### src/hdl/owbm_pkg.sv
// Shared types, codes and defaults for the one-wire bus master.
// No dependencies; imported by every module of the block.
`default_nettype none

package owbm_pkg;

	// Bits sent or read by a byte command.
	localparam int BITS_PER_BYTE_DEFAULT = 8;

	// Command codes on the input channel.
	localparam logic [2:0] OP_TICK      = 3'd0;
	localparam logic [2:0] OP_RESET     = 3'd1;
	localparam logic [2:0] OP_WRITE     = 3'd2;
	localparam logic [2:0] OP_READ_BYTE = 3'd3;
	localparam logic [2:0] OP_READ_BIT  = 3'd4;

	// Configuration register indexes (byte address is 4 * index).
	localparam logic [2:0] REG_RESET_LOW     = 3'd0;
	localparam logic [2:0] REG_PRESENCE_WAIT = 3'd1;
	localparam logic [2:0] REG_RESET_TAIL    = 3'd2;
	localparam logic [2:0] REG_SLOT_LOW      = 3'd3;
	localparam logic [2:0] REG_WRITE_HOLD    = 3'd4;
	localparam logic [2:0] REG_RECOVERY      = 3'd5;
	localparam logic [2:0] REG_READ_SAMPLE   = 3'd6;
	localparam logic [2:0] REG_READ_TAIL     = 3'd7;

	localparam int APB_ADDR_W = 5;
	localparam int APB_DATA_W = 32;
	localparam int TIMER_W    = 10;

	// Register defaults.
	localparam logic [9:0] RESET_LOW_DEFAULT     = 10'd480;
	localparam logic [8:0] PRESENCE_WAIT_DEFAULT = 9'd100;
	localparam logic [8:0] RESET_TAIL_DEFAULT    = 9'd380;
	localparam logic [3:0] SLOT_LOW_DEFAULT      = 4'd2;
	localparam logic [6:0] WRITE_HOLD_DEFAULT    = 7'd58;
	localparam logic [3:0] RECOVERY_DEFAULT      = 4'd1;
	localparam logic [5:0] READ_SAMPLE_DEFAULT   = 6'd10;
	localparam logic [6:0] READ_TAIL_DEFAULT     = 7'd49;

	typedef enum logic [2:0] {
		PH_IDLE,
		PH_RST_LOW,
		PH_RST_WAIT,
		PH_RST_TAIL,
		PH_SLOT_LOW,
		PH_SLOT_MID,
		PH_SLOT_END
	} phase_t;

	typedef struct packed {
		logic [9:0] reset_low_time;
		logic [8:0] presence_wait_time;
		logic [8:0] reset_tail_time;
		logic [3:0] slot_low_time;
		logic [6:0] write_hold_time;
		logic [3:0] recovery_time;
		logic [5:0] read_sample_time;
		logic [6:0] read_tail_time;
	} owbm_cfg_t;

	typedef struct packed {
		logic       drive_low;
		logic       busy_res;
		logic       done_res;
		logic [7:0] read_data;
		logic       presence;
	} owbm_res_t;

	// A zero timing register counts as one tick.
	function automatic logic [TIMER_W-1:0] span(input logic [TIMER_W-1:0] v);
		return (v == '0) ? TIMER_W'(1) : v;
	endfunction

endpackage

`default_nettype wire

### src/hdl/owbm_cmd_if.sv
// Input channel of the one-wire bus master: one tick item per handshake.
// Depends on nothing.
`default_nettype none

interface owbm_cmd_if;
	logic       valid;
	logic       ready;
	logic [2:0] cmd;
	logic [7:0] write_data;
	logic       line_in;

	modport source (output valid, output cmd, output write_data, output line_in, input ready);
	modport sink (input valid, input cmd, input write_data, input line_in, output ready);
endinterface

`default_nettype wire

### src/hdl/owbm_res_if.sv
// Result channel of the one-wire bus master: one result item per tick.
// Depends on nothing.
`default_nettype none

interface owbm_res_if;
	logic       valid;
	logic       ready;
	logic       drive_low;
	logic       busy_res;
	logic       done_res;
	logic [7:0] read_data;
	logic       presence;

	modport source (output valid, output drive_low, output busy_res, output done_res,
		output read_data, output presence, input ready);
	modport sink (input valid, input drive_low, input busy_res, input done_res,
		input read_data, input presence, output ready);
endinterface

`default_nettype wire

### src/hdl/owbm_apb_regs.sv
// APB-style register file holding the eight bus timing registers.
// Depends on owbm_pkg.
`default_nettype none

module owbm_apb_regs
	import owbm_pkg::*;
(
	input  logic                  clk,
	input  logic                  arst_n,
	input  logic                  psel,
	input  logic                  penable,
	input  logic                  pwrite,
	input  logic [APB_ADDR_W-1:0] paddr,
	input  logic [APB_DATA_W-1:0] pwdata,
	output logic [APB_DATA_W-1:0] prdata,
	output logic                  pready,
	output owbm_cfg_t             cfg
);

	owbm_cfg_t  cfg_q;
	logic       wr_en;
	logic [2:0] reg_idx;

	assign pready  = 1'b1;
	assign wr_en   = psel & penable & pwrite;
	assign reg_idx = paddr[4:2];
	assign cfg     = cfg_q;

	always_ff @(posedge clk or negedge arst_n) begin
		if (!arst_n) begin
			cfg_q.reset_low_time     <= RESET_LOW_DEFAULT;
			cfg_q.presence_wait_time <= PRESENCE_WAIT_DEFAULT;
			cfg_q.reset_tail_time    <= RESET_TAIL_DEFAULT;
			cfg_q.slot_low_time      <= SLOT_LOW_DEFAULT;
			cfg_q.write_hold_time    <= WRITE_HOLD_DEFAULT;
			cfg_q.recovery_time      <= RECOVERY_DEFAULT;
			cfg_q.read_sample_time   <= READ_SAMPLE_DEFAULT;
			cfg_q.read_tail_time     <= READ_TAIL_DEFAULT;
		end else if (wr_en) begin
			unique case (reg_idx)
				REG_RESET_LOW:     cfg_q.reset_low_time     <= pwdata[9:0];
				REG_PRESENCE_WAIT: cfg_q.presence_wait_time <= pwdata[8:0];
				REG_RESET_TAIL:    cfg_q.reset_tail_time    <= pwdata[8:0];
				REG_SLOT_LOW:      cfg_q.slot_low_time      <= pwdata[3:0];
				REG_WRITE_HOLD:    cfg_q.write_hold_time    <= pwdata[6:0];
				REG_RECOVERY:      cfg_q.recovery_time      <= pwdata[3:0];
				REG_READ_SAMPLE:   cfg_q.read_sample_time   <= pwdata[5:0];
				REG_READ_TAIL:     cfg_q.read_tail_time     <= pwdata[6:0];
				default: ;
			endcase
		end
	end

	always_comb begin
		unique case (reg_idx)
			REG_RESET_LOW:     prdata = APB_DATA_W'(cfg_q.reset_low_time);
			REG_PRESENCE_WAIT: prdata = APB_DATA_W'(cfg_q.presence_wait_time);
			REG_RESET_TAIL:    prdata = APB_DATA_W'(cfg_q.reset_tail_time);
			REG_SLOT_LOW:      prdata = APB_DATA_W'(cfg_q.slot_low_time);
			REG_WRITE_HOLD:    prdata = APB_DATA_W'(cfg_q.write_hold_time);
			REG_RECOVERY:      prdata = APB_DATA_W'(cfg_q.recovery_time);
			REG_READ_SAMPLE:   prdata = APB_DATA_W'(cfg_q.read_sample_time);
			REG_READ_TAIL:     prdata = APB_DATA_W'(cfg_q.read_tail_time);
			default:           prdata = '0;
		endcase
	end

endmodule

`default_nettype wire

### src/hdl/owbm_tick_engine.sv
// Slot sequencer of the one-wire bus master: bus state plus the logic of one tick.
// Depends on owbm_pkg.
`default_nettype none

module owbm_tick_engine
	import owbm_pkg::*;
#(
	parameter int BITS_PER_BYTE = BITS_PER_BYTE_DEFAULT
) (
	input  logic       clk,
	input  logic       arst_n,
	input  logic       advance,
	input  logic [2:0] cmd,
	input  logic [7:0] write_data,
	input  logic       line_in,
	input  owbm_cfg_t  cfg,
	output owbm_res_t  res
);

	localparam int BL_W = $clog2(BITS_PER_BYTE + 1);

	phase_t             phase_q, ph_e, ph_n;
	logic [2:0]         op_q, op_e;
	logic [TIMER_W-1:0] timer_q, tmr_e, tmr_n;
	logic [BL_W-1:0]    bits_q, bits_e, bits_n;
	logic [7:0]         shift_q, sr_e, sr_n, sr_fill;
	logic               presence_q, pf_n;
	logic               start, last, finish, op_write;

	// Pick up a new command when idle; it starts its first phase this tick.
	always_comb begin
		start = (phase_q == PH_IDLE) && (cmd == OP_RESET || cmd == OP_WRITE ||
			cmd == OP_READ_BYTE || cmd == OP_READ_BIT);
		ph_e   = phase_q;
		op_e   = op_q;
		tmr_e  = timer_q;
		bits_e = bits_q;
		sr_e   = shift_q;
		if (start) begin
			op_e = cmd;
			if (cmd == OP_RESET) begin
				ph_e  = PH_RST_LOW;
				tmr_e = span(cfg.reset_low_time);
			end else begin
				ph_e   = PH_SLOT_LOW;
				tmr_e  = span(TIMER_W'(cfg.slot_low_time));
				bits_e = (cmd == OP_READ_BIT) ? BL_W'(1) : BL_W'(BITS_PER_BYTE);
				sr_e   = (cmd == OP_WRITE) ? write_data : 8'd0;
			end
		end
	end

	assign op_write = (op_e == OP_WRITE);
	assign last     = (tmr_e <= TIMER_W'(1));
	assign finish   = last && ((ph_e == PH_RST_TAIL) ||
		(ph_e == PH_SLOT_END && bits_e <= BL_W'(1)));

	// Read bits enter at the top of the byte and move toward bit 0.
	always_comb begin
		sr_fill = {1'b0, sr_e[7:1]};
		sr_fill[BITS_PER_BYTE-1] = sr_fill[BITS_PER_BYTE-1] | line_in;
	end

	// Next state
	always_comb begin
		ph_n   = ph_e;
		tmr_n  = last ? tmr_e : tmr_e - TIMER_W'(1);
		bits_n = bits_e;
		sr_n   = sr_e;
		pf_n   = presence_q;
		unique case (ph_e)
			PH_RST_LOW: begin
				if (last) begin
					ph_n  = PH_RST_WAIT;
					tmr_n = span(TIMER_W'(cfg.presence_wait_time));
				end
			end
			PH_RST_WAIT: begin
				if (last) begin
					pf_n  = ~line_in;
					ph_n  = PH_RST_TAIL;
					tmr_n = span(TIMER_W'(cfg.reset_tail_time));
				end
			end
			PH_SLOT_LOW: begin
				if (last) begin
					ph_n  = PH_SLOT_MID;
					tmr_n = op_write ? span(TIMER_W'(cfg.write_hold_time))
						: span(TIMER_W'(cfg.read_sample_time));
				end
			end
			PH_SLOT_MID: begin
				if (last) begin
					if (!op_write) begin
						sr_n = (op_e == OP_READ_BIT) ? {7'd0, line_in} : sr_fill;
					end
					ph_n  = PH_SLOT_END;
					tmr_n = op_write ? span(TIMER_W'(cfg.recovery_time))
						: span(TIMER_W'(cfg.read_tail_time));
				end
			end
			PH_SLOT_END: begin
				if (last) begin
					if (op_write) begin
						sr_n = {1'b0, sr_e[7:1]};
					end
					if (bits_e <= BL_W'(1)) begin
						bits_n = '0;
					end else begin
						bits_n = bits_e - BL_W'(1);
						ph_n   = PH_SLOT_LOW;
						tmr_n  = span(TIMER_W'(cfg.slot_low_time));
					end
				end
			end
			default: ;
		endcase
		if (finish) begin
			ph_n  = PH_IDLE;
			tmr_n = '0;
		end
	end

	// Outputs
	always_comb begin
		res.drive_low = (ph_e == PH_RST_LOW) || (ph_e == PH_SLOT_LOW) ||
			(ph_e == PH_SLOT_MID && op_write && !sr_e[0]);
		res.busy_res  = (ph_e != PH_IDLE);
		res.done_res  = finish;
		res.read_data = (finish && (op_e == OP_READ_BYTE || op_e == OP_READ_BIT))
			? sr_e : 8'd0;
		res.presence  = pf_n;
	end

	always_ff @(posedge clk or negedge arst_n) begin
		if (!arst_n) begin
			phase_q    <= PH_IDLE;
			op_q       <= OP_TICK;
			timer_q    <= '0;
			bits_q     <= '0;
			shift_q    <= '0;
			presence_q <= 1'b0;
		end else if (advance) begin
			phase_q    <= ph_n;
			op_q       <= op_e;
			timer_q    <= tmr_n;
			bits_q     <= bits_n;
			shift_q    <= sr_n;
			presence_q <= pf_n;
		end
	end

endmodule

`default_nettype wire

### src/hdl/one_wire_bus_master.sv
// One-wire bus master, top level: tick pipeline around the slot sequencer.
// Depends on owbm_pkg, owbm_cmd_if, owbm_res_if, owbm_apb_regs, owbm_tick_engine.
//
// Usage
//   cmd_ch carries one item per microsecond tick: the sampled bus level
//   (line_in) and, while the master is idle, a command (reset and presence,
//   write byte, read byte, read bit); write_data goes with a write command.
//   res_ch returns one item per tick: drive_low for the open-drain pad,
//   busy_res, done_res on the final tick of a command, read_data on that
//   tick, and the presence flag from the last reset.
//   Timing registers sit on the APB port at byte address 4 * index; write
//   them only while no command runs.
// Pipeline and throughput
//   An accepted item is registered in the input stage, runs through the slot
//   sequencer as it moves on, and its result is registered in the result stage.
//   One item per cycle is sustained while the receiver keeps taking results; the
//   input register and the result register each hold one item, so a stalled receiver
//   backs up into the input stage and drops cmd_ch.ready only once both are full.
// Reset
//   arst_n clears both pipeline stages, the sequencer (idle, no presence)
//   and restores the default bus timings.
`default_nettype none

module one_wire_bus_master
	import owbm_pkg::*;
#(
	parameter int BITS_PER_BYTE = BITS_PER_BYTE_DEFAULT
) (
	input  logic                  clk,
	input  logic                  arst_n,
	owbm_cmd_if.sink              cmd_ch,
	owbm_res_if.source            res_ch,
	input  logic                  psel,
	input  logic                  penable,
	input  logic                  pwrite,
	input  logic [APB_ADDR_W-1:0] paddr,
	input  logic [APB_DATA_W-1:0] pwdata,
	output logic [APB_DATA_W-1:0] prdata,
	output logic                  pready
);

	owbm_cfg_t  cfg;
	owbm_res_t  res_comb;
	owbm_res_t  res_s2;
	logic       valid_s1, valid_s2;
	logic [2:0] cmd_s1;
	logic [7:0] write_data_s1;
	logic       line_in_s1;
	logic       take_s2, adv_s1, take_s1;

	owbm_apb_regs u_regs (
		.clk     (clk),
		.arst_n  (arst_n),
		.psel    (psel),
		.penable (penable),
		.pwrite  (pwrite),
		.paddr   (paddr),
		.pwdata  (pwdata),
		.prdata  (prdata),
		.pready  (pready),
		.cfg     (cfg)
	);

	// The result register frees up when empty or when its item is taken.
	assign take_s2 = !valid_s2 || res_ch.ready;
	// The input-stage item steps the sequencer only as it moves on.
	assign adv_s1  = valid_s1 && take_s2;
	assign cmd_ch.ready = !valid_s1 || take_s2;
	assign take_s1 = cmd_ch.valid && cmd_ch.ready;

	// Input stage: hold the tick item until the sequencer consumes it.
	always_ff @(posedge clk or negedge arst_n) begin
		if (!arst_n) begin
			valid_s1 <= 1'b0;
		end else if (cmd_ch.ready) begin
			valid_s1 <= cmd_ch.valid;
		end
	end

	always_ff @(posedge clk) begin
		if (take_s1) begin
			cmd_s1        <= cmd_ch.cmd;
			write_data_s1 <= cmd_ch.write_data;
			line_in_s1    <= cmd_ch.line_in;
		end
	end

	owbm_tick_engine #(
		.BITS_PER_BYTE (BITS_PER_BYTE)
	) u_engine (
		.clk        (clk),
		.arst_n     (arst_n),
		.advance    (adv_s1),
		.cmd        (cmd_s1),
		.write_data (write_data_s1),
		.line_in    (line_in_s1),
		.cfg        (cfg),
		.res        (res_comb)
	);

	// Result stage: hold the result item until the receiver takes it.
	always_ff @(posedge clk or negedge arst_n) begin
		if (!arst_n) begin
			valid_s2 <= 1'b0;
		end else if (take_s2) begin
			valid_s2 <= valid_s1;
		end
	end

	always_ff @(posedge clk) begin
		if (adv_s1) begin
			res_s2 <= res_comb;
		end
	end

	assign res_ch.valid     = valid_s2;
	assign res_ch.drive_low = res_s2.drive_low;
	assign res_ch.busy_res  = res_s2.busy_res;
	assign res_ch.done_res  = res_s2.done_res;
	assign res_ch.read_data = res_s2.read_data;
	assign res_ch.presence  = res_s2.presence;

	// A finishing tick always belongs to a running command.
	a_done_busy: assert property (@(posedge clk) disable iff (!arst_n)
		valid_s2 && res_s2.done_res |-> res_s2.busy_res)
		else $error("done without busy");

	// Read data shows only on the finishing tick.
	a_rd_done: assert property (@(posedge clk) disable iff (!arst_n)
		valid_s2 && res_s2.read_data != 8'd0 |-> res_s2.done_res)
		else $error("read data outside done tick");

	// The bus is only pulled low during a command.
	a_drive_busy: assert property (@(posedge clk) disable iff (!arst_n)
		valid_s2 && res_s2.drive_low |-> res_s2.busy_res)
		else $error("bus driven while idle");

	// Input back-pressure only when both stages are full and stalled.
	a_ready: assert property (@(posedge clk) disable iff (!arst_n)
		!cmd_ch.ready |-> valid_s1 && valid_s2 && !res_ch.ready)
		else $error("input stalled with room in the pipeline");

endmodule

`default_nettype wire

### src/flat_wrapper.sv
// flat-port wrapper written by rule: the top's interface ports become plain ports
module one_wire_bus_master_flat import owbm_pkg::*;
#(
	parameter int BITS_PER_BYTE = BITS_PER_BYTE_DEFAULT
)
  (clk, arst_n, psel, penable, pwrite, paddr, pwdata, prdata, pready, cmd_ch_valid, cmd_ch_cmd, cmd_ch_write_data, cmd_ch_line_in, cmd_ch_ready, res_ch_valid, res_ch_drive_low, res_ch_busy_res, res_ch_done_res, res_ch_read_data, res_ch_presence, res_ch_ready);
  owbm_cmd_if cmd_ch_i ();
  owbm_res_if res_ch_i ();
  input  logic clk;
  input  logic arst_n;
  input  logic psel;
  input  logic penable;
  input  logic pwrite;
  input  logic [APB_ADDR_W-1:0] paddr;
  input  logic [APB_DATA_W-1:0] pwdata;
  output logic [APB_DATA_W-1:0] prdata;
  output logic pready;
  input wire logic [$bits(cmd_ch_i.valid)-1:0] cmd_ch_valid;
  input wire logic [$bits(cmd_ch_i.cmd)-1:0] cmd_ch_cmd;
  input wire logic [$bits(cmd_ch_i.write_data)-1:0] cmd_ch_write_data;
  input wire logic [$bits(cmd_ch_i.line_in)-1:0] cmd_ch_line_in;
  output wire logic [$bits(cmd_ch_i.ready)-1:0] cmd_ch_ready;
  output wire logic [$bits(res_ch_i.valid)-1:0] res_ch_valid;
  output wire logic [$bits(res_ch_i.drive_low)-1:0] res_ch_drive_low;
  output wire logic [$bits(res_ch_i.busy_res)-1:0] res_ch_busy_res;
  output wire logic [$bits(res_ch_i.done_res)-1:0] res_ch_done_res;
  output wire logic [$bits(res_ch_i.read_data)-1:0] res_ch_read_data;
  output wire logic [$bits(res_ch_i.presence)-1:0] res_ch_presence;
  input wire logic [$bits(res_ch_i.ready)-1:0] res_ch_ready;
  assign cmd_ch_i.valid = cmd_ch_valid;
  assign cmd_ch_i.cmd = cmd_ch_cmd;
  assign cmd_ch_i.write_data = cmd_ch_write_data;
  assign cmd_ch_i.line_in = cmd_ch_line_in;
  assign cmd_ch_ready = cmd_ch_i.ready;
  assign res_ch_valid = res_ch_i.valid;
  assign res_ch_drive_low = res_ch_i.drive_low;
  assign res_ch_busy_res = res_ch_i.busy_res;
  assign res_ch_done_res = res_ch_i.done_res;
  assign res_ch_read_data = res_ch_i.read_data;
  assign res_ch_presence = res_ch_i.presence;
  assign res_ch_i.ready = res_ch_ready;
  one_wire_bus_master #(.BITS_PER_BYTE(BITS_PER_BYTE)) u_core (.clk(clk), .arst_n(arst_n), .cmd_ch(cmd_ch_i), .res_ch(res_ch_i), .psel(psel), .penable(penable), .pwrite(pwrite), .paddr(paddr), .pwdata(pwdata), .prdata(prdata), .pready(pready));
endmodule
### config.mk
export PLATFORM = sky130hd
export DESIGN_NAME = one_wire_bus_master_flat
export DESIGN_NICKNAME = d
export VERILOG_FILES = /design/src/hdl/owbm_pkg.sv /design/src/hdl/owbm_cmd_if.sv /design/src/hdl/owbm_res_if.sv /design/src/hdl/owbm_apb_regs.sv /design/src/hdl/owbm_tick_engine.sv /design/src/hdl/one_wire_bus_master.sv /design/src/flat_wrapper.sv
export SDC_FILE = /design/constraint.sdc
export NUM_CORES = 1
export LEC_CHECK = 0
export BUFFER_PORTS_ARGS = -buffer_cell sky130_fd_sc_hd__buf_4
export CAP_MARGIN = 20
export CORE_MARGIN = 4
export CORE_UTILIZATION = 45
export DETAILED_ROUTE_END_ITERATION = 10
export PLACE_DENSITY = 0.68
export REMOVE_ABC_BUFFERS = 1
export SLEW_MARGIN = 10
export SYNTH_ARGS = -nofsm -noshare
export SYNTH_HDL_FRONTEND = slang
export SYNTH_HIERARCHICAL = 1
export SYNTH_SLANG_ARGS = --single-unit
### constraint.sdc
create_clock -name clk -period 3.1 [get_ports clk]
set_clock_uncertainty 0.05 [all_clocks]
set_input_delay 0.31 -clock clk [delete_from_list [all_inputs] [get_ports clk]]
set_output_delay 0.31 -clock clk [all_outputs]
set_load 0.02 [all_outputs]
# Yosys cells after proc, flatten, opt, wreduce, memory -nomap -nowiden
# Index checks and enable logic that the tools add are counted.
# totals
register_bits	111
in_bits	56
output_inout_bits	47
wordCells	140
# classes
add_sub_neg	2
n_lt_le_gt_ge	2
eq_ne	20
muxes	50
bitwise_logic	3
reduce_logical	39
# op_table
cell	n
one-hot mux 32 bit (8 select lines)	1
two-way mux 10 bit	11
two-way mux 8 bit	8
one-hot mux 10 bit (5 select lines)	1
two-way mux 4 bit	8
two-way mux 3 bit	10
two-way mux 7 bit	4
== test 3 bit (second input constant)	9
== test 3 x 2 -> 1 bit (second input constant)	8
zero test 9 bit	2
two-way mux 9 bit	2
one-hot mux 8 bit (2 select lines)	1
AND reduction 2 bit	8
one-hot mux 3 bit (5 select lines)	1
zero test 7 bit	2
<= comparator 10 x 1 -> 1 bit (second input constant)	1
zero test 10 bit	1
subtractor 10 x 1 -> 10 bit (second input constant)	1
== test 3 x 1 -> 1 bit (second input constant)	3
logical OR 1 bit	9
logical AND 1 bit	8
zero test 4 bit	2
zero test 3 bit	2
zero test 6 bit	1
8 further kinds	12

# Longest topological paths before layout
# Gate-level depths: netlist of run 1.
# depth
word_depth	12
ltp_mapped	15

# Modules after synthesis
# Netlist of run 1, hierarchy kept.
# modules_own_cells
mod	n_inst	cells_each	area_per_inst_um2	seq_area_each_um2
owbm_tick_engine	1	434	3241.9	725.7
owbm_apb_regs	1	229	2876.5	1431.4
one_wire_bus_master	1	32	824.5	770.7

# Worst setup path after synthesis of run 1
# No wires, ideal clock.
# synth_timing
path_type	register to register
from	register u_core.cmd_s1[1]
to	register u_core.u_engine.timer_q[7]
setup_ps	120
t_arrival_ps	2986
required_time_ps	2930
setup_slack_ps	-56
stages_incl_launch_ff	15
path_buffers	3
cell_sequence	edfxtp_1 buf_2 buf_1 nor3b_1 nand2_1 o32a_1 nand3_1 inv_1 ha_1 o2111a_1 and4_4 buf_6 or4b_4 mux2i_1 nor2_1
# synth_between
elab_chain_cells	12
# synth_lines
element	line_no	source
from (decl)	one_wire_bus_master.sv:46	logic [2:0] cmd_s1;
from (signal assigned)	one_wire_bus_master.sv:82	cmd_s1 <= cmd_ch.cmd;
== test 3 x 1 -> 1 bit or == test 3 x 2 -> 1 bit (tied branches)	owbm_tick_engine.sv:32, owbm_tick_engine.sv:41	
logical OR 1 bit (2 in series)	owbm_tick_engine.sv:32	start = (phase_q == PH_IDLE) && (cmd == OP_RESET || cmd == OP_WRITE ||
logical OR 1 bit	owbm_tick_engine.sv:33	cmd == OP_READ_BYTE || cmd == OP_READ_BIT);
logical AND 1 bit	owbm_tick_engine.sv:32	
two-way mux 10 bit	owbm_tick_engine.sv:39	if (start) begin
subtractor 10 x 1 -> 10 bit or <= comparator 10 x 1 -> 1 bit (tied branches)	owbm_tick_engine.sv:67, owbm_tick_engine.sv:54	
two-way mux 10 bit	owbm_tick_engine.sv:67	tmr_n = last ? tmr_e : tmr_e - TIMER_W'(1);
two-way mux 10 bit	owbm_tick_engine.sv:107	if (bits_e <= BL_W'(1)) begin
two-way mux 10 bit	owbm_tick_engine.sv:103	if (last) begin
one-hot mux 10 bit (5 select lines)	owbm_tick_engine.sv:71	unique case (ph_e)
two-way mux 10 bit (*)	owbm_tick_engine.sv:118	if (finish) begin
to (signal assigned)	owbm_tick_engine.sv:146	timer_q <= tmr_n;
to (decl)	owbm_tick_engine.sv:24	logic [TIMER_W-1:0] timer_q, tmr_e, tmr_n;
# Mark *: on every way between the ends. The rest lies on a longest branch, timed or not.
# A chain may end at the register's enable or synchronous reset.

# Final worst setup path of run 1
# layout_timing
from	register u_core.u_regs.cfg_q, in the netlist u_core/u_regs/cfg[54]
to	register u_core.u_engine.timer_q[7]
# layout_between
elab_chain_cells	10
# layout_lines
element	line_no	source
from (decl)	owbm_apb_regs.sv:20	owbm_cfg_t cfg_q;
zero test 10 bit	owbm_pkg.sv:72	return (v == '0) ? TIMER_W'(1) : v;
two-way mux 10 bit (*)	owbm_pkg.sv:72	
two-way mux 10 bit (*)	owbm_tick_engine.sv:41	if (cmd == OP_RESET) begin
two-way mux 10 bit (*)	owbm_tick_engine.sv:39	
subtractor 10 x 1 -> 10 bit or <= comparator 10 x 1 -> 1 bit (tied branches)	owbm_tick_engine.sv:67, owbm_tick_engine.sv:54	
two-way mux 10 bit	owbm_tick_engine.sv:67	
two-way mux 10 bit	owbm_tick_engine.sv:107	
two-way mux 10 bit	owbm_tick_engine.sv:103	
one-hot mux 10 bit (5 select lines)	owbm_tick_engine.sv:71	
two-way mux 10 bit (*)	owbm_tick_engine.sv:118	
# Marked as above.

==> results of run 1 <==
-- sequential cells by signal (all words and copies together) (netlist names), 3 cells and up --
| name | cells |
|---|---|
| u_core/u_regs/cfg | 56 |
| u_core/u_engine/shift_q | 8 |
| u_core/write_data_s1 | 8 |
| u_core/res_ch.read_data | 8 |
| u_core/u_engine/timer_q | 10 |
| u_core/u_engine/phase_q | 3 |
| u_core/u_engine/bits_q | 4 |
| u_core/u_engine/op_q | 3 |
| u_core/cmd_s1 | 3 |
-- timing repair --
action | 4_1_cts | 5_1_grt
hold buffers | 0 | 1
setup endpoints to repair | 23 | 30
resized for setup | 5 | 36
pin swaps | 0 | 14
setup buffers | 1 | 5
hold endpoints to repair | 0 | 23
-- final timing paths --
path                                                           to  cells after the start                                   from  slack (ps)
max                        u_core/u_engine/timer_q[7]$_DFFE_PN0P_                     10      u_core/u_regs/cfg[54]$_DFFE_PN1P_          50
min                             u_core/write_data_s1[1]$_DFFE_PP_                      1                   cmd_ch_write_data[1]          70
max reg2reg                u_core/u_engine/timer_q[7]$_DFFE_PN0P_                     10      u_core/u_regs/cfg[54]$_DFFE_PN1P_          50
min reg2reg                 u_core/u_engine/bits_q[1]$_DFFE_PN0P_                      1  u_core/u_engine/bits_q[1]$_DFFE_PN0P_         480
max in group asynchronous       u_core/u_regs/cfg[39]$_DFFE_PN1P_                      4                                 arst_n        1790
min in group asynchronous       u_core/u_regs/cfg[44]$_DFFE_PN0P_                      2                                 arst_n         380
-- logic make-up after synthesis --
group                      Yosys count
xor gates and xnor gates             4
and+or+nand+nor                    221
adders and majority gates            4
buffers and inverters               84
DFF                                111
AOI/OAI and AO/OA                  184
other                                2
muxes                               85
-- cell usage in the layout (no fill, tap or decap), types with 6 or more instances in the layout --
| master | netlist | final |
|---|---|---|
| inv_1 | 19 | 17 |
| edfxtp_1 | 24 | 24 |
| nand2b_1 | 10 | 9 |
| a211oi_1 | 9 | 9 |
| conb_1 | 2 | 23 |
| a22oi_1 | 15 | 14 |
| nor2_1 | 46 | 45 |
| o22ai_1 | 10 | 9 |
| o21ai_0 | 34 | 30 |
| nand3_1 | 21 | 19 |
| mux2_2 | 64 | 64 |
| clkbuf_16 | 0 | 9 |
| nor4_1 | 8 | 6 |
| mux2i_1 | 20 | 20 |
| nand2_1 | 41 | 40 |
| o21ai_1 | 3 | 7 |
| a22o_1 | 7 | 7 |
| buf_4 | 26 | 131 |
| nor2b_1 | 13 | 13 |
| dfstp_2 | 24 | 24 |
| a31oi_1 | 8 | 8 |
| and3_1 | 10 | 9 |
| dfrtp_1 | 63 | 61 |
| and2_1 | 7 | 6 |
| nor3_1 | 11 | 9 |
| a21oi_1 | 37 | 36 |
| nor3b_1 | 7 | 6 |
-- cell type report --
class / count / area, µm² / share of cell area (%)
multi-input combinational: 521 / 3770 / 45.0
sequential: 111 / 2930 / 35.0
timing repair buffer: 137 / 1090 / 13.0
clock buffer: 11 / 243 / 2.90
tap: 188 / 235 / 2.81
inverter: 19 / 71.3 / 0.852
clock inverter: 5 / 32.5 / 0.388
-- per-layer routing --
| metal | up-vias | GRT usage [%] | wire length (µm) |
|---|---|---|---|
| met5 | - | 0 | 0 |
| met1 | 3010 | 30.4 | 8690 |
| met3 | 46 | 4.08 | 1250 |
| li1 | 2771 | - | - |
| met4 | 0 | 8.95 | 580 |
| met2 | 239 | 39.1 | 10400 |
-- report_power, final --
part	leakage (nW)	switching, mW	internal (mW)	total [mW]
clock network	0.142	0.550	0.570	1.12
logic	2.08	1.29	1.12	2.41
registers	1.23	0.308	1.86	2.17
total	3.46	2.15	3.55	5.70
-- stage by stage --
step	setup WS, ps	setup TNS (ps)	instances	area, µm²	hold slack [ps]
global placement	0.514	0	968	7870	435
detailed placement	-58.5	-453	968	7870	440
floorplan	-616	-15910	651	6640	-35.6
CTS	22.0	0	985	8170	62.5
global route	-49.8	-266	992	8380	62.1
finish	52.6	0	992	8380	74.3
==> results.sh, run 1 <==
export IMPL_status="finished, final reports clean"
export IMPL_grt_pass1_vias=6036
export IMPL_clk_path_buf_depth=2
export IMPL_grt_pass1_wl_mm=32.6
export IMPL_num_antenna_cells=0
export IMPL_post_synth_cell_area_avg_um2=9.99
export IMPL_synth_top_family_by_area="compound AO/OA/AOI/OAI gates"
export IMPL_ys_warnings_count=6
export IMPL_core_um2=15100
export IMPL_critPathMaxFanout=8
export IMPL_start_util_pct=45.8
export IMPL_synth_cell_type_count=81
export IMPL_maxCapViolCount=0
export IMPL_slew_violations=0
export IMPL_port_buffers=55
export IMPL_die_y_um=132
export IMPL_drtPass1Iterations=5
export IMPL_slew_headroom_pct=46.4
export IMPL_worstMarginPinSlew_ps=795
export IMPL_cpPeakStageDelay_ps=550
export IMPL_fin_crit_sh_pct=98.3
export IMPL_synthesis_area_um2=6940
export IMPL_via_per_inst=6.11
export IMPL_cts_root_buf="clkbuf_16"
export IMPL_setup_viol=0
export IMPL_htreeDepth=3
export IMPL_p_per_area_nw_per_um2=681
export IMPL_die_x_um=132
export IMPL_clk_pin_slew_ps=80
export IMPL_arrival_ps=3250
export IMPL_drt_iter0_markers=420
export IMPL_die_area_um2=17500
export IMPL_clk_latency_ps=370
export IMPL_grt_setup_unrepaired="yes"
export IMPL_timing_fmax_mhz=328
export IMPL_crit_family="simple AND/OR/NAND/NOR gates"
export IMPL_synth_top_area_share_pct=22.7
export IMPL_path_buf_inv=0
export IMPL_min_period_ps=3050
export IMPL_yosys_area_share_simple_pct=18.1
export IMPL_core_rowCount=45
export IMPL_synth_compound_area_share_pct=18.3
export IMPL_synth_async_reset_ratio_pct=78.4
export IMPL_synthAdderAreaFrac_pct=0.721
export IMPL_hp_class="in2reg"
export IMPL_io_pins=103
export IMPL_start_kind="flip-flop"
export IMPL_vias=6066
export IMPL_synthMostInstantiatedCell="mux2_2"
export IMPL_synthCells=695
export IMPL_yosys_top_cells_area="dfrtp_1 (23%), edfxtp_1 (10%), mux2_2 (10%)"
export IMPL_ys_ff_latch=111
export IMPL_synth_top_cell_by_area="dfrtp_1"
export IMPL_synth_xor_area_share_pct=0.505
export IMPL_routedWlPerCell_um=21.1
export IMPL_postRouteWirelength_mm=20.9
export IMPL_drive_gt1_share_pct=37.6
export IMPL_power_leakage_nw=3.46
export IMPL_grt_antenna_before_repair=0
export IMPL_cp_slowest_cell="or4_4"
export IMPL_nFillCells=1349
export IMPL_path_cells="or4_4 -> nor3_4 -> o32a_1 -> nand3_2 -> ha_2 -> o2111a_2 -> and4_4 -> or4b_4 -> mux2i_1 -> nor2_1"
export IMPL_synth_common_cells="mux2_2 (64), dfrtp_1 (63), nor2_1 (46)"
export IMPL_syn_to_final_growth_pct=20.6
export IMPL_required_ps=3300
export IMPL_gp_congestion=0.913
export IMPL_clkSinkCount=111
export IMPL_drc=0
export IMPL_cts_buffers=9
export IMPL_synth_mux_area_share_pct=13.5
export IMPL_yosysSeqAreaShare_pct=42.2
export IMPL_end_kind="flip-flop"
export IMPL_finalPower_mw=5.70
export IMPL_ant_nets=0
export IMPL_synth_enable_flop_cells=24
export IMPL_ys_flop_type="dfrtp_1"
export IMPL_critical_path_class="reg2reg"
export IMPL_ir_drop_mv=0.372
export IMPL_grt_overflow_total=0
export IMPL_cts_tree="built"
export IMPL_grt_util_all_layers_pct=23.4
export IMPL_fin_nets=859
export IMPL_hold_violations=0
export IMPL_grt_max_degree=84
export IMPL_fin_util_pct=55.3
export IMPL_dp_hpwl_mm=15.4
No activity file was read; power rests on OpenSTA's default activity.
==> run 2: changes to the inputs <==
--- a/config.mk
+++ b/config.mk
@@ -11,6 +11,7 @@
 export CORE_UTILIZATION = 45
 export DETAILED_ROUTE_END_ITERATION = 10
 export PLACE_DENSITY = 0.68
+export RECOVER_POWER = 100
 export REMOVE_ABC_BUFFERS = 1
 export SLEW_MARGIN = 10
 export SYNTH_ARGS = -nofsm -noshare
==> results.sh, run 2 (same netlist as run 1, synthesis figures left out) <==
export IMPL_start_util_pct=45.8
export IMPL_power_leakage_nw=3.38
export IMPL_maxCapViolCount=1
export IMPL_grt_overflow_total=0
export IMPL_dp_cells=968
export IMPL_routedWlPerCell_um=21.1
export IMPL_path_cells="or3_4 -> o21ai_0 -> o221ai_2 -> inv_2 -> ha_2 -> o2111a_2 -> and4_4 -> buf_6 -> o21ai_1 -> buf_4 -> a22oi_1 -> a21oi_1"
export IMPL_vias=6069
export IMPL_timing_fmax_mhz=324
export IMPL_die_x_um=132
export IMPL_grt_setup_unrepaired="yes"
export IMPL_cpPeakStageDelay_ps=460
export IMPL_hold_violations=0
export IMPL_grt_max_degree=84
export IMPL_startpoint="u_core/u_engine/phase_q[0]$_DFFE_PN0P_"
export IMPL_critical_path_class="reg2reg"
export IMPL_core_um2=15100
export IMPL_arrival_ps=3260
export IMPL_hp_class="in2reg"
export IMPL_final_common_cell="buf_4"
export IMPL_drt_iter0_markers=494
export IMPL_syn_to_final_growth_pct=19.4
export IMPL_cts_buffers=9
export IMPL_num_antenna_cells=0
export IMPL_grt_util_all_layers_pct=23.4
export IMPL_fin_cells=992
export IMPL_rr_startpoint="u_core/u_engine/phase_q[0]$_DFFE_PN0P_"
export IMPL_postRouteWirelength_mm=20.9
export IMPL_fin_crit_sh_pct=99.5
export IMPL_drc=0
export IMPL_crit_path_end="u_core/u_engine/shift_q[5]$_DFFE_PN0P_"
export IMPL_required_ps=3280
export IMPL_crit_family="compound AO/OA/AOI/OAI gates"
export IMPL_ir_drop_mv=0.372
export IMPL_reg2reg_depth=12
export IMPL_largest_reg_flops=56
export IMPL_drive_gt1_share_pct=34.7
export IMPL_mostFrequentLayoutCells="buf_4 (102), mux2_2 (63), dfrtp_1 (61), nor2_1 (48), nand2_1 (40)"
export IMPL_cp_slowest_cell="dfrtp_2"
export IMPL_min_period_ps=3080
export IMPL_clkSinkCount=111
export IMPL_grt_pass1_wl_mm=32.6
export IMPL_hold_slack_ps=99.2
export IMPL_gp_congestion=0.913
export IMPL_dp_slack_ps=-58.5
export IMPL_port_buffers=55
export IMPL_ff_latch_area_um2=2930
export IMPL_critPathMaxFanout=8
export IMPL_status="complete, but fails checks"
export IMPL_die_area_um2=17500
export IMPL_regToRegEndpoint="u_core/u_engine/shift_q[5]$_DFFE_PN0P_"
export IMPL_slew_violations=31
export IMPL_clk_pin_slew_ps=80
export IMPL_slew_headroom_pct=-24.6
export IMPL_grt_pass1_vias=6036
export IMPL_cp_depth=12
export IMPL_postLayoutCellArea_um2=8290
export IMPL_nFillCells=1361
export IMPL_setup_viol=0
export IMPL_drtPass1Iterations=5
export IMPL_grt_antenna_before_repair=0
export IMPL_multiInputGateArea_um2=3750
export IMPL_violations="max-capacitance violations, max-slew violations"
export IMPL_via_per_inst=6.12
export IMPL_start_kind="flip-flop"
export IMPL_path_buf_inv=3
export IMPL_dp_hpwl_mm=15.4
export IMPL_setup_ws_ps=15.3
export IMPL_die_y_um=132
export IMPL_clk_path_buf_depth=2
export IMPL_io_pins=103
export IMPL_end_kind="flip-flop"
export IMPL_r2r_setup_slack_ps=20
export IMPL_clk_latency_ps=360
export IMPL_ant_nets=0
export IMPL_worstMarginPinSlew_ps=1870
export IMPL_htreeDepth=3
export IMPL_p_per_area_nw_per_um2=686
export IMPL_cts_tree="built"
export IMPL_cts_root_buf="clkbuf_16"
export IMPL_fin_nets=859
export IMPL_dpl_cell_area_um2=7870
export IMPL_core_rowCount=45
## run 2: changes by cell type in the layout (fill, tap and decap cells not counted), moves of 3 or more
cell / previous run / this run
nor2_1: 45 / 48
clkbuf_1: 1 / 18
clkbuf_4: 0 / 12
buf_4: 131 / 102
nor2_2: 5 / 2
## run 2: metrics by stage
stage               power (mW)  TNS (ps)  util [%]
global placement          4.30         0      51.9
CTS                       5.52         0      53.9
detailed placement        4.37      -453      51.9
global route              6.00      -266      54.7
finish                    5.69         0      54.7
floorplan                 3.45    -15910         -
## run 2: timing repair
item	4_1_cts	5_1_grt
hold buffers	0	1
endpoints found under the hold margin	0	23
buffers inserted	1	5
gates resized for setup	5	36
pin swaps	0	14
setup endpoints to repair	23	30
## run 2: worst min-delay path by stage
stage / start / endpoint / slack (ps) / cells past startpoint
2_1_floorplan: arst_n / u_core/res_ch.valid$_DFFE_PN0P_ / -40 / 0
3_3_place_gp: u_core/u_engine/presence_q$_DFFE_PN0P_ / u_core/u_engine/presence_q$_DFFE_PN0P_ / 430 / 1
3_5_place_dp: cmd_ch_write_data[0] / u_core/write_data_s1[0]$_DFFE_PP_ / 440 / 1
4_1_cts: cmd_ch_write_data[1] / u_core/write_data_s1[1]$_DFFE_PP_ / 60 / 1
5_1_grt: cmd_ch_write_data[1] / u_core/write_data_s1[1]$_DFFE_PP_ / 80 / 1
6_report: cmd_ch_write_data[1] / u_core/write_data_s1[1]$_DFFE_PP_ / 100 / 1
## run 2: layout make-up
cell class / instances / area share [%]
Multi-Input combinational cell: 521 / 45.2
Inverter: 19 / 0.861
Clock buffer: 11 / 2.93
Tap cell: 188 / 2.84
Sequential cell: 111 / 35.4
Clock inverter: 5 / 0.393
Timing Repair Buffer: 137 / 12.4
## run 2: metal layers
metal	vias to the layer above	global-route usage (%)	wire (µm)
met3	44	4.08	1250
li1	2764	-	-
met5	-	0	0
met4	0	8.95	514
met1	3026	30.4	8690
met2	235	39.1	10500
## run 2: power by group
group | internal [mW] | switching, mW | leakage (nW)
sequential | 1.86 | 0.309 | 1.23
combinational | 1.11 | 1.30 | 2.00
clock | 0.570 | 0.548 | 0.142
==> run 3: changes to the inputs <==
--- a/config.mk
+++ b/config.mk
@@ -11,7 +11,7 @@
 export CORE_UTILIZATION = 45
 export DETAILED_ROUTE_END_ITERATION = 10
 export PLACE_DENSITY = 0.68
-export RECOVER_POWER = 100
+export RECOVER_POWER = 25
 export REMOVE_ABC_BUFFERS = 1
 export SLEW_MARGIN = 10
 export SYNTH_ARGS = -nofsm -noshare
==> results.sh, run 3 (same netlist as run 1, synthesis figures left out) <==
export IMPL_fin_nets=859
export IMPL_ir_drop_mv=0.371
export IMPL_hold_violations=0
export IMPL_fin_crit_sh_pct=98.6
export IMPL_grt_pass1_wl_mm=32.6
export IMPL_clk_pin_slew_ps=80
export IMPL_maxCapViolCount=1
export IMPL_die_y_um=132
export IMPL_clk_path_buf_depth=2
export IMPL_cpPeakStageDelay_ps=550
export IMPL_grt_util_all_layers_pct=23.4
export IMPL_die_area_um2=17500
export IMPL_power_leakage_nw=3.44
export IMPL_vias=6056
export IMPL_grt_overflow_total=0
export IMPL_min_from="cmd_ch_write_data[1]"
export IMPL_syn_to_final_growth_pct=20.5
export IMPL_holdPathStages=1
export IMPL_grt_pass1_vias=6036
export IMPL_violations="max-capacitance violations, max-slew violations"
export IMPL_clkSinkCount=111
export IMPL_whs_endpoint="u_core/write_data_s1[1]$_DFFE_PP_"
export IMPL_ant_nets=0
export IMPL_drc=0
export IMPL_drt_iter0_markers=491
export IMPL_clk_latency_ps=370
export IMPL_tns_ps=0
export IMPL_cp_depth=10
export IMPL_critical_path_class="reg2reg"
export IMPL_r2r_setup_slack_ps=40
export IMPL_worstMarginPinSlew_ps=1860
export IMPL_postRouteWirelength_mm=20.8
export IMPL_slew_headroom_pct=-23.8
export IMPL_die_x_um=132
export IMPL_cts_buffers=9
export IMPL_final_common_cell="buf_4"
export IMPL_regToRegEndpoint="u_core/u_engine/timer_q[7]$_DFFE_PN0P_"
export IMPL_grt_antenna_before_repair=0
export IMPL_critPathMaxFanout=8
export IMPL_gp_congestion=0.913
export IMPL_dp_hpwl_mm=15.4
export IMPL_setup_viol=0
export IMPL_path_cells="or4_4 -> nor3_4 -> o32a_1 -> nand3_2 -> ha_2 -> o2111a_2 -> and4_4 -> or4b_4 -> mux2i_1 -> nor2_1"
export IMPL_drive_gt1_share_pct=37.2
export IMPL_start_util_pct=45.8
export IMPL_start_kind="flip-flop"
export IMPL_status="complete, but fails checks"
export IMPL_path_buf_inv=0
export IMPL_drtPass1Iterations=5
export IMPL_dpl_cell_area_um2=7870
export IMPL_arrival_ps=3260
export IMPL_cp_slowest_cell="or4_4"
export IMPL_grt_max_degree=84
export IMPL_largest_reg_flops=56
export IMPL_end_kind="flip-flop"
export IMPL_required_ps=3300
export IMPL_hold_slack_ps=98.8
export IMPL_grt_setup_unrepaired="yes"
export IMPL_num_antenna_cells=0
export IMPL_mostFrequentLayoutCells="buf_4 (117), mux2_2 (64), dfrtp_1 (61), nor2_1 (45), nand2_1 (40)"
export IMPL_reg2reg_depth=10
export IMPL_routedWlPerCell_um=21.0
export IMPL_min_period_ps=3060
export IMPL_timing_fmax_mhz=327
export IMPL_rr_startpoint="u_core/u_regs/cfg[54]$_DFFE_PN1P_"
export IMPL_finalPower_mw=5.70
export IMPL_htreeDepth=3
export IMPL_nFillCells=1352
export IMPL_crit_family="simple AND/OR/NAND/NOR gates"
export IMPL_via_per_inst=6.10
export IMPL_slew_violations=31
export IMPL_io_pins=103
export IMPL_cts_root_buf="clkbuf_16"
export IMPL_port_buffers=55
export IMPL_core_rowCount=45
export IMPL_dp_cells=968
export IMPL_fin_cells=992
export IMPL_postLayoutCellArea_um2=8370
export IMPL_p_per_area_nw_per_um2=682
export IMPL_cts_tree="built"
export IMPL_core_um2=15100
export IMPL_hp_class="in2reg"
-- run 3: what timing repair did --
action | 4_1_cts | 5_1_grt
setup buffers | 1 | 5
hold buffers | 0 | 1
hold endpoints to repair | 0 | 23
setup endpoints to repair | 23 | 30
gates cloned | 0 | 0
resized for setup | 5 | 36
pin swaps | 0 | 14
-- run 3: worst max path at each step --
stage | from | endpoint | slack, ps
6_report | u_core/u_regs/cfg[54]$_DFFE_PN1P_ | u_core/u_engine/timer_q[7]$_DFFE_PN0P_ | 40
3_5_place_dp | u_core/u_regs/cfg[47]$_DFFE_PN0P_ | u_core/res_ch.read_data[6]$_DFFE_PP_ | -60
3_3_place_gp | u_core/u_regs/cfg[47]$_DFFE_PN0P_ | u_core/res_ch.read_data[5]$_DFFE_PP_ | 0.5
5_1_grt | u_core/u_regs/cfg[48]$_DFFE_PN0P_ | u_core/u_engine/timer_q[7]$_DFFE_PN0P_ | -50
2_1_floorplan | u_core/cmd_s1[2]$_DFFE_PP_ | u_core/u_engine/timer_q[7]$_DFFE_PN0P_ | -620
4_1_cts | u_core/u_regs/cfg[47]$_DFFE_PN0P_ | u_core/u_engine/timer_q[3]$_DFFE_PN0P_ | 20
-- run 3: area by class of cell --
class / count / area (µm²) / share of cell area [%]
well taps: 188 / 235 / 2.81
clock buffers: 11 / 243 / 2.90
clock inverters: 5 / 32.5 / 0.389
repair buffers: 137 / 1080 / 13.0
multi-input cells: 521 / 3770 / 45.0
inverters: 19 / 71.3 / 0.853
flip-flops and latches: 111 / 2930 / 35.0
-- run 3: power breakdown --
part / switching [mW] / leakage [nW] / internal (mW) / total [mW]
Clock: 0.551 / 0.142 / 0.570 / 1.12
Sequential: 0.308 / 1.23 / 1.86 / 2.17
Combinational: 1.29 / 2.07 / 1.12 / 2.41
-- run 3: worst reg2reg max path: stages (launching register included) --
cell and delay, ps:
dfstp_2 380, or4_4 550, nor3_4 200, o32a_1 200
nand3_2 110, ha_2 210, o2111a_2 290, and4_4 250
or4b_4 500, mux2i_1 160, nor2_1 60
-- run 3: metrics by stage --
step | utilization, % | worst slack (ps)
after floorplan | - | -616
after global placement | 51.9 | 0.514
after detailed placement | 51.9 | -58.5
after CTS | 53.9 | 22.0
after global routing | 55.2 | -49.8
final | 55.2 | 43.7
-- run 3: routing by layer --
layer / wire length (µm) / track usage, %
met1: 8730 / 30.4
met2: 10300 / 39.1
met3: 1170 / 4.08
met4: 603 / 8.95
met5: 0 / 0
